`config.mk`:
```
export PLATFORM = sky130hd
export DESIGN_NAME = header_parameter_tokenizer_core
export DESIGN_NICKNAME = d
export VERILOG_FILES = /design/src/rtl/hpt_pkg.sv /design/src/rtl/hpt_ram.sv /design/src/rtl/hpt_ctrl.sv /design/src/rtl/hpt_datapath.sv /design/src/rtl/header_parameter_tokenizer_core.sv
export SDC_FILE = /design/constraint.sdc
export NUM_CORES = 1
export LEC_CHECK = 0
export BUFFER_PORTS_ARGS = -buffer_cell sky130_fd_sc_hd__buf_2
export CORE_UTILIZATION = 55
export DETAILED_ROUTE_END_ITERATION = 12
export PLACE_DENSITY = 0.75
export RECOVER_POWER = 50
export SYNTH_ARGS = -nofsm -noshare
export SYNTH_HDL_FRONTEND = slang
export SYNTH_SLANG_ARGS = --single-unit
```
`constraint.sdc`:
```
create_clock -name aclk -period 3.42 [get_ports aclk]
set_clock_uncertainty 0.1 [all_clocks]
set_input_delay 0.513 -clock aclk [delete_from_list [all_inputs] [get_ports aclk]]
set_output_delay 0.513 -clock aclk [all_outputs]
set_load 0.05 [all_outputs]
```
`src/rtl/hpt_pkg.sv`:
```
// hpt_pkg: types and constants shared by the header parameter tokenizer
// holds transaction structs, parse phase and controller enums, kind codes
// no dependencies
package hpt_pkg;

    typedef struct packed {
        logic [7:0] data_byte;
        logic       has_byte;
        logic       last;
    } hpt_in_t;

    typedef struct packed {
        logic [7:0] out_byte;
        logic [2:0] kind;
        logic       space_lost;
        logic       run_last;
    } hpt_out_t;

    localparam logic [2:0] K_NAME  = 3'd0;
    localparam logic [2:0] K_VALUE = 3'd1;
    localparam logic [2:0] K_PEND  = 3'd2;
    localparam logic [2:0] K_OK    = 3'd3;
    localparam logic [2:0] K_ERR   = 3'd4;

    localparam logic [7:0] CH_SEMI   = 8'h3B;
    localparam logic [7:0] CH_EQ     = 8'h3D;
    localparam logic [7:0] CH_QUOTE  = 8'h22;
    localparam logic [7:0] CH_BSLASH = 8'h5C;

    typedef enum logic [2:0] {
        PH_START,
        PH_BARE,
        PH_NAME,
        PH_AFTER_EQ,
        PH_VALUE,
        PH_QUOTED,
        PH_ESCAPE,
        PH_AFTER_QUOTE
    } hpt_phase_t;

    typedef enum logic [1:0] {
        SEL_FLUSH,
        SEL_BYTE,
        SEL_PEND,
        SEL_END
    } hpt_sel_t;

    typedef enum logic [1:0] {
        C_IDLE,
        C_RUN,
        C_FLUSH
    } hpt_ctl_state_t;

    typedef struct packed {
        logic     load;
        logic     emit;
        hpt_sel_t sel;
    } hpt_cmd_t;

    typedef struct packed {
        logic flush_left;
        logic byte_left;
        logic pend_left;
        logic end_left;
        logic out_free;
    } hpt_stat_t;

    function automatic logic is_ws(input logic [7:0] b);
        return (b == 8'h20) || (b == 8'h09) || (b == 8'h0A) ||
               (b == 8'h0B) || (b == 8'h0C) || (b == 8'h0D);
    endfunction

endpackage

```
`src/rtl/hpt_ram.sv`:
```
// hpt_ram: generic single write port ram with registered read
// no dependencies
module hpt_ram #(
    parameter int WIDTH = 8,
    parameter int DEPTH = 16
) (
    input  logic                                   aclk,
    input  logic                                   we,
    input  logic [(DEPTH > 1 ? $clog2(DEPTH) : 1)-1:0] waddr,
    input  logic [WIDTH-1:0]                       wdata,
    input  logic [(DEPTH > 1 ? $clog2(DEPTH) : 1)-1:0] raddr,
    output logic [WIDTH-1:0]                       rdata
);

    logic [WIDTH-1:0] mem [DEPTH];
    logic [WIDTH-1:0] rdata_reg;

    always_ff @(posedge aclk) begin
        if (we) begin
            mem[waddr] <= wdata;
        end
        rdata_reg <= mem[raddr];
    end

    assign rdata = rdata_reg;

endmodule

```
`src/rtl/hpt_ctrl.sv`:
```
// hpt_ctrl: sequencing state machine of the tokenizer
// steps through held whitespace, item byte, parameter end and header end
// depends on hpt_pkg
module hpt_ctrl import hpt_pkg::*; (
    input  logic      aclk,
    input  logic      aresetn,
    input  logic      s_valid,
    output logic      s_ready,
    input  hpt_stat_t stat,
    output hpt_cmd_t  cmd
);

    hpt_ctl_state_t state_reg, state_next;

    always_ff @(posedge aclk) begin
        if (!aresetn) begin
            state_reg <= C_IDLE;
        end else begin
            state_reg <= state_next;
        end
    end

    always_comb begin
        state_next = state_reg;
        s_ready    = 1'b0;
        cmd.load   = 1'b0;
        cmd.emit   = 1'b0;
        cmd.sel    = SEL_BYTE;
        unique case (state_reg)
            C_IDLE: begin
                s_ready = 1'b1;
                if (s_valid) begin
                    cmd.load   = 1'b1;
                    state_next = C_RUN;
                end
            end
            C_RUN: begin
                priority if (stat.flush_left) begin
                    state_next = C_FLUSH;
                end else if (stat.byte_left) begin
                    cmd.sel  = SEL_BYTE;
                    cmd.emit = stat.out_free;
                end else if (stat.pend_left) begin
                    cmd.sel  = SEL_PEND;
                    cmd.emit = stat.out_free;
                end else if (stat.end_left) begin
                    cmd.sel  = SEL_END;
                    cmd.emit = stat.out_free;
                end else begin
                    state_next = C_IDLE;
                end
            end
            C_FLUSH: begin
                cmd.sel = SEL_FLUSH;
                if (stat.out_free) begin
                    cmd.emit   = 1'b1;
                    state_next = C_RUN;
                end
            end
            default: begin
                state_next = C_IDLE;
            end
        endcase
    end

endmodule

```
`src/rtl/hpt_datapath.sv`:
```
// hpt_datapath: parse state, emission plan, held whitespace and output register
// depends on hpt_pkg and hpt_ram
module hpt_datapath import hpt_pkg::*; #(
    parameter int HELD_SPACE_DEPTH = 16
) (
    input  logic      aclk,
    input  logic      aresetn,
    input  logic      cfg_we,
    input  logic      cfg_wdata,
    input  hpt_in_t   s_data,
    input  hpt_cmd_t  cmd,
    output hpt_stat_t stat,
    output logic      m_valid,
    input  logic      m_ready,
    output hpt_out_t  m_data
);

    localparam int AW = (HELD_SPACE_DEPTH > 1) ? $clog2(HELD_SPACE_DEPTH) : 1;
    localparam int CW = $clog2(HELD_SPACE_DEPTH + 1);
    localparam logic [CW-1:0] DEPTH_C = CW'(HELD_SPACE_DEPTH);

    hpt_phase_t    phase_reg, phase_next;
    logic          cs_reg, cs_next;
    logic [CW-1:0] hc_reg, hc_next;
    logic          po_reg, po_next;
    logic          flag_reg, flag_next;
    logic          bare_reg;

    logic [CW-1:0] fcnt_reg, fcnt_next;
    logic [CW-1:0] fidx_reg, fidx_next;
    logic          byte_reg, byte_next;
    logic [7:0]    bval_reg, bval_next;
    logic [2:0]    bkind_reg, bkind_next;
    logic          pend_reg, pend_next;
    logic          end_reg, end_next;
    logic          err_reg, err_next;

    logic          mv_reg, mv_next;
    hpt_out_t      mdata_reg, mdata_next;

    hpt_phase_t    ph_w;
    logic          cs_w, po_w, fl_w, do_text, pend_w, byte_w, end_w, err_w, ram_we;
    logic [CW-1:0] hc_w, flush_w;
    logic [2:0]    kind_w;
    logic [AW-1:0] waddr_w;
    logic [7:0]    b;
    logic [7:0]    ram_rdata;

    assign b = s_data.data_byte;

    hpt_ram #(
        .WIDTH(8),
        .DEPTH(HELD_SPACE_DEPTH)
    ) u_held (
        .aclk  (aclk),
        .we    (cmd.load && ram_we),
        .waddr (waddr_w),
        .wdata (b),
        .raddr (fidx_reg[AW-1:0]),
        .rdata (ram_rdata)
    );

    // transaction decode against current parse state
    always_comb begin
        ph_w    = phase_reg;
        cs_w    = cs_reg;
        hc_w    = hc_reg;
        po_w    = po_reg;
        fl_w    = flag_reg;
        do_text = 1'b0;
        kind_w  = K_NAME;
        pend_w  = 1'b0;
        byte_w  = 1'b0;
        end_w   = 1'b0;
        err_w   = 1'b0;
        ram_we  = 1'b0;
        flush_w = '0;
        waddr_w = '0;
        if (s_data.has_byte || s_data.last) begin
            if (phase_reg == PH_START) begin
                cs_w = 1'b0;
                hc_w = '0;
                po_w = 1'b0;
                fl_w = 1'b0;
                ph_w = bare_reg ? PH_BARE : PH_NAME;
            end
            if (s_data.has_byte) begin
                unique case (ph_w)
                    PH_BARE: begin
                        if (b == CH_SEMI) begin
                            pend_w = 1'b1;
                        end else begin
                            do_text = 1'b1;
                        end
                    end
                    PH_NAME: begin
                        po_w = 1'b1;
                        if (b == CH_SEMI) begin
                            pend_w = 1'b1;
                        end else if (b == CH_EQ) begin
                            cs_w = 1'b0;
                            hc_w = '0;
                            ph_w = PH_AFTER_EQ;
                        end else begin
                            do_text = 1'b1;
                        end
                    end
                    PH_AFTER_EQ: begin
                        if (b == CH_QUOTE) begin
                            ph_w = PH_QUOTED;
                        end else begin
                            cs_w = 1'b0;
                            hc_w = '0;
                            ph_w = PH_VALUE;
                            if (b == CH_SEMI) begin
                                pend_w = 1'b1;
                            end else begin
                                do_text = 1'b1;
                                kind_w  = K_VALUE;
                            end
                        end
                    end
                    PH_VALUE: begin
                        if (b == CH_SEMI) begin
                            pend_w = 1'b1;
                        end else begin
                            do_text = 1'b1;
                            kind_w  = K_VALUE;
                        end
                    end
                    PH_QUOTED: begin
                        if (b == CH_BSLASH) begin
                            ph_w = PH_ESCAPE;
                        end else if (b == CH_QUOTE) begin
                            ph_w = PH_AFTER_QUOTE;
                        end else begin
                            byte_w = 1'b1;
                            kind_w = K_VALUE;
                        end
                    end
                    PH_ESCAPE: begin
                        ph_w   = PH_QUOTED;
                        byte_w = 1'b1;
                        kind_w = K_VALUE;
                    end
                    PH_AFTER_QUOTE: begin
                        if (b == CH_SEMI) begin
                            pend_w = 1'b1;
                        end
                    end
                    PH_START: begin
                        ph_w = PH_NAME;
                    end
                endcase
                if (do_text) begin
                    if (is_ws(b)) begin
                        if (cs_w) begin
                            if (hc_w < DEPTH_C) begin
                                ram_we  = 1'b1;
                                waddr_w = hc_w[AW-1:0];
                                hc_w    = hc_w + CW'(1);
                            end else begin
                                fl_w = 1'b1;
                            end
                        end
                    end else begin
                        flush_w = hc_w;
                        hc_w    = '0;
                        cs_w    = 1'b1;
                        byte_w  = 1'b1;
                    end
                end
                if (pend_w) begin
                    cs_w = 1'b0;
                    hc_w = '0;
                    po_w = 1'b0;
                    ph_w = PH_NAME;
                end
            end
            if (s_data.last) begin
                if (ph_w == PH_QUOTED || ph_w == PH_ESCAPE) begin
                    err_w = 1'b1;
                end else if (ph_w != PH_NAME || po_w) begin
                    pend_w = 1'b1;
                end
                end_w = 1'b1;
                cs_w  = 1'b0;
                hc_w  = '0;
                po_w  = 1'b0;
                ph_w  = PH_START;
            end
        end
    end

    // state, plan and output register updates
    always_comb begin
        phase_next = phase_reg;
        cs_next    = cs_reg;
        hc_next    = hc_reg;
        po_next    = po_reg;
        flag_next  = flag_reg;
        fcnt_next  = fcnt_reg;
        fidx_next  = fidx_reg;
        byte_next  = byte_reg;
        bval_next  = bval_reg;
        bkind_next = bkind_reg;
        pend_next  = pend_reg;
        end_next   = end_reg;
        err_next   = err_reg;
        mv_next    = mv_reg && !m_ready;
        mdata_next = mdata_reg;
        if (cmd.load) begin
            phase_next = ph_w;
            cs_next    = cs_w;
            hc_next    = hc_w;
            po_next    = po_w;
            flag_next  = fl_w;
            fcnt_next  = flush_w;
            fidx_next  = '0;
            byte_next  = byte_w;
            bval_next  = b;
            bkind_next = kind_w;
            pend_next  = pend_w;
            end_next   = end_w;
            err_next   = err_w;
        end
        if (cmd.emit) begin
            mv_next               = 1'b1;
            mdata_next.space_lost = flag_reg;
            unique case (cmd.sel)
                SEL_FLUSH: begin
                    mdata_next.out_byte = ram_rdata;
                    mdata_next.kind     = bkind_reg;
                    mdata_next.run_last = 1'b0;
                    fidx_next           = fidx_reg + CW'(1);
                end
                SEL_BYTE: begin
                    mdata_next.out_byte = bval_reg;
                    mdata_next.kind     = bkind_reg;
                    mdata_next.run_last = !pend_reg && !end_reg;
                    byte_next           = 1'b0;
                end
                SEL_PEND: begin
                    mdata_next.out_byte = 8'h00;
                    mdata_next.kind     = K_PEND;
                    mdata_next.run_last = !end_reg;
                    pend_next           = 1'b0;
                end
                SEL_END: begin
                    mdata_next.out_byte = 8'h00;
                    mdata_next.kind     = err_reg ? K_ERR : K_OK;
                    mdata_next.run_last = 1'b1;
                    end_next            = 1'b0;
                end
            endcase
        end
    end

    always_ff @(posedge aclk) begin
        if (!aresetn) begin
            phase_reg <= PH_START;
            cs_reg    <= 1'b0;
            hc_reg    <= '0;
            po_reg    <= 1'b0;
            flag_reg  <= 1'b0;
            bare_reg  <= 1'b0;
            fcnt_reg  <= '0;
            fidx_reg  <= '0;
            byte_reg  <= 1'b0;
            pend_reg  <= 1'b0;
            end_reg   <= 1'b0;
            mv_reg    <= 1'b0;
        end else begin
            phase_reg <= phase_next;
            cs_reg    <= cs_next;
            hc_reg    <= hc_next;
            po_reg    <= po_next;
            flag_reg  <= flag_next;
            if (cfg_we) begin
                bare_reg <= cfg_wdata;
            end
            fcnt_reg  <= fcnt_next;
            fidx_reg  <= fidx_next;
            byte_reg  <= byte_next;
            pend_reg  <= pend_next;
            end_reg   <= end_next;
            mv_reg    <= mv_next;
        end
    end

    always_ff @(posedge aclk) begin
        bval_reg  <= bval_next;
        bkind_reg <= bkind_next;
        err_reg   <= err_next;
        mdata_reg <= mdata_next;
    end

    assign stat.flush_left = (fidx_reg != fcnt_reg);
    assign stat.byte_left  = byte_reg;
    assign stat.pend_left  = pend_reg;
    assign stat.end_left   = end_reg;
    assign stat.out_free   = !mv_reg || m_ready;

    assign m_valid = mv_reg;
    assign m_data  = mdata_reg;

endmodule

```
`src/rtl/header_parameter_tokenizer_core.sv`:
```
// sequence: an accepted transaction loads the plan registers, then each result is emitted
// into the output register behind m_valid, held back while that register is not free;
// a new transaction is accepted only in idle, after all R results and F flushed held
// whitespace bytes are out; each flushed byte waits on the registered ram read
// reset: synchronous active-low aresetn returns to start of header with empty buffer
// depends on hpt_pkg, hpt_ctrl, hpt_datapath, hpt_ram
module header_parameter_tokenizer_core import hpt_pkg::*; #(
    parameter int HELD_SPACE_DEPTH = 16
) (
    input  logic     aclk,
    input  logic     aresetn,
    input  logic     cfg_we,
    input  logic     cfg_wdata,
    input  logic     s_valid,
    output logic     s_ready,
    input  hpt_in_t  s_data,
    output logic     m_valid,
    input  logic     m_ready,
    output hpt_out_t m_data
);

    hpt_cmd_t  cmd;
    hpt_stat_t stat;

    hpt_ctrl u_ctrl (
        .aclk    (aclk),
        .aresetn (aresetn),
        .s_valid (s_valid),
        .s_ready (s_ready),
        .stat    (stat),
        .cmd     (cmd)
    );

    hpt_datapath #(
        .HELD_SPACE_DEPTH(HELD_SPACE_DEPTH)
    ) u_datapath (
        .aclk      (aclk),
        .aresetn   (aresetn),
        .cfg_we    (cfg_we),
        .cfg_wdata (cfg_wdata),
        .s_data    (s_data),
        .cmd       (cmd),
        .stat      (stat),
        .m_valid   (m_valid),
        .m_ready   (m_ready),
        .m_data    (m_data)
    );

endmodule
```
==> impl_metrics.yaml <==
run_status:
  status: "complete, no violations"
critical_path:
  reg2regPathDepth: 9
  crit_path_end_kind: "flop"
  startpoint_type: "primary input"
  worst_ep_required_time_ns: 3.60
  startpoint: "s_data[5]"
  cp_num_cells: 9
  cp_max_fo: 20
  r2r_end: "u_datapath.u_held.mem[14][2]$_DFFE_PP_"
  crit_path_end: "u_datapath.err_reg$_SDFFCE_PN0P_"
  max_stage_delay_ns: 0.73
  worst-path-buf-inv: 2
  critical_path_class: "primary input to flop"
  worstPathCellList: "buf_2, clkbuf_1, nand2b_1, or4_1, a31o_1, a21oi_2, a2111o_1, xor2_1, and2_1"
  arrival_ns: 3.32
  path_delay_family: "simple AND/OR/NAND/NOR gates"
  rrSetupSlack_ns: 0.29
  reg2reg_from: "u_datapath.phase_reg[2]$_SDFFE_PN0P_"
  cpMaxStageDelayCell: "clkbuf_1"
detailed_routing:
  viasPerCell: 6.14
  drt_iter0_drc: 451
  wirelength_mm: 17.4
  wl_per_cell_um: 21.9
  antenna_left: 0
  via_count: 4887
  drc: 0
  drtPass1Iterations: 5
synthesis:
  ys.flop_type: "edfxtp_1"
  synth_cell_types: 70
  yosysSeqAreaShare: 0.650
  synth_xor_area_frac: 0.00743
  synth_fa_ha_area_frac: 0.0108
  syn-cell-area_um2: 8080
  synth_top_family_by_area: "multiplexers"
  synth-compound-area-share: 0.0877
  synth_nets: 558
  netlist_instances: 535
  yosys_warnings: 0
  synth-seq-cells: 187
  yosys-mux-area-fraction: 0.115
  synthSimpleGateAreaFrac: 0.111
  syn_area_per_cell_um2: 15.1
  synth_edf_count: 151
  async_flop_share: 0
global_routing:
  grt_max_degree: 36
  overflow: 0
  grtUsageTotal: 0.252
  antenna_found_initial: 0
  grt_pass1_wl_mm: 27.1
  grt_pass1_vias: 4819
timing:
  min_period_ns: 3.14
  final_max_slew_viol_count: 0
  final-hold-violation-count: 0
  setup-tns-final_ns: 0
  finalCritPeriodShare: 0.917
  relSlewSlack: 0.304
  setup_ws_ns: 0.284
  rsz0062_at_grt: "no"
  setup_viol: 0
  clock.fmax_mhz: 319
  tightest_slew_ns: 1.04
layout:
  num-fill-cells: 1004
  fin_nets: 626
  mostFrequentLayoutCells: "151 x edfxtp_1, 51 x nand2_1, 45 x nor2_1, 40 x mux4_2"
  syn_to_final_growth_pct: 14.2
  diodes: 0
  drive_gt1_frac: 0.218
  fin_area_um2: 9230
  largest_register_ffs: 128
  layout_commonest_cell: "edfxtp_1"
  top_register: "u_datapath.u_held.mem"
clock_network:
  h-tree-depth: 4
  cts.clk_slew.worst_paths_ns: 0.07
  cts_setup_buffers: 0
  cts-hold-fix-buffers: 0
  cts_root_buffer: "clkbuf_16"
  clock_path_buffers: 2
  insertion_delay_ns: 0.44
  cts_tree: "yes"
  cts.sinks: 187
  cts_resized: 0
  cts_buffers: 17
power:
  p_int_uw: 3840
  power.leakage_uw: 0.00297
  vdd_drop_max_mv: 0.466
  pwr-share-comb: 0.048
  p_sw_uw: 974
  switching_share: 0.202
  power.density_nw_per_um2: 521
  p_seq_frac: 0.519
  clock_power_share: 0.433
floorplanning:
  die_h_um: 123
  rows: 43
  top_level_ports: 31
  die_x_um: 123
  initial_core_util: 0.573
  die_area_um2: 15200
  core_area_um2: 14100
placed_design:
  place_congestion: 0.890
  dp.final_hpwl_mm: 11.6
  place_worst_setup_slack_ns: 0.138
  io_buffers: 30
  place_area_um2: 8670
worst_hold_path:
  hold_path.class: "primary input to flop"
run:
  cap_viol_max_count: 0
## logic make-up (layout without fill, tap and decap cells)
kind of cell	count (synthesis)	after routing
adder cells (fa/ha/maj)	7	7
flip-flops	187	187
AO/OA/AOI/OAI	92	92
multiplexers	43	43
AND/OR/NAND/NOR	167	167
XOR/XNOR	6	6
buffers and inverters	33	114
## metrics by stage
step / util / hold WS, ns / std cells / power, uW
final: 0.655 / 0.238 / 796 / 4810
after global routing: 0.655 / 0.261 / 796 / 4940
after CTS: 0.660 / 0.227 / 796 / 4830
after detailed placement: 0.615 / 0.337 / 764 / 2780
after global placement: 0.615 / 0.324 / 764 / 2770
after floorplan: - / 0.302 / 535 / 2680
## cell usage after synthesis, types with 3 or more instances
master	instances	area share
o31ai_1	3	0.0028
and2_1	10	0.0077
dfxtp_1	36	0.089
ha_1	7	0.011
o21ai_0	11	0.0068
xnor2_1	4	0.0043
mux4_2	40	0.11
a32oi_1	4	0.0043
nand2b_1	9	0.0070
a32o_1	3	0.0037
nor2b_1	7	0.0054
nand3b_1	4	0.0037
nor2_1	45	0.021
or3_1	3	0.0023
o21ai_1	4	0.0025
nand2_1	51	0.024
edfxtp_1	151	0.56
a21oi_1	25	0.015
nand3_1	10	0.0062
clkbuf_1	13	0.0060
o211ai_1	3	0.0028
inv_1	7	0.0033
buf_2	9	0.0056
nor3_1	5	0.0031
a31oi_1	7	0.0054
a22oi_1	4	0.0037
o21a_1	3	0.0028
## worst min-delay path by stage
stage | startpoint | endpoint | slack [ns] | cells past startpoint
floorplan | u_datapath.flag_reg$_SDFFE_PN0P_ | u_datapath.m_data[1]$_DFFE_PP_ | 0.30 | 0
global placement | u_datapath.flag_reg$_SDFFE_PN0P_ | u_datapath.m_data[1]$_DFFE_PP_ | 0.32 | 0
detailed placement | u_datapath.flag_reg$_SDFFE_PN0P_ | u_datapath.m_data[1]$_DFFE_PP_ | 0.34 | 0
CTS | cfg_wdata | u_datapath.bare_reg$_SDFFE_PN0P_ | 0.23 | 3
global route | cfg_wdata | u_datapath.bare_reg$_SDFFE_PN0P_ | 0.26 | 3
finish | cfg_wdata | u_datapath.bare_reg$_SDFFE_PN0P_ | 0.24 | 3
## power by group through the flow
stage               sequential (uW)  clock, uW  combinational [uW]
floorplan                      2560          0                 123
CTS                            2490       2100                 238
detailed placement             2540          0                 236
finish                         2500       2080                 230
global route                   2500       2190                 250
global placement               2540          0                 227
## tightest hold or removal path, cell delays in order
cell and delay [ns]:
buf_2 0.08, mux2i_1 0.07, nor2_1 0.08
## metal layers
| metal | wire length, um | vias up | GRT usage |
|---|---|---|---|
| met5 | 0 | - | 0 |
| met4 | 213 | 0 | 0.0678 |
| met3 | 1010 | 17 | 0.0641 |
| met2 | 8970 | 166 | 0.427 |
| met1 | 7250 | 2476 | 0.325 |
| li1 | - | 2228 | - |
## area by class of cell
type / instances / area (um2) / share of cell area
Clock buffer: 19 / 433 / 0.0469
Timing Repair Buffer: 73 / 402 / 0.0435
Tap cell: 180 / 225 / 0.0244
Sequential cell: 187 / 5260 / 0.570
Clock inverter: 13 / 196 / 0.0213
Multi-Input combinational cell: 315 / 2680 / 0.291
Inverter: 9 / 33.8 / 0.00366
No activity file was read; power rests on OpenSTA's default activity.
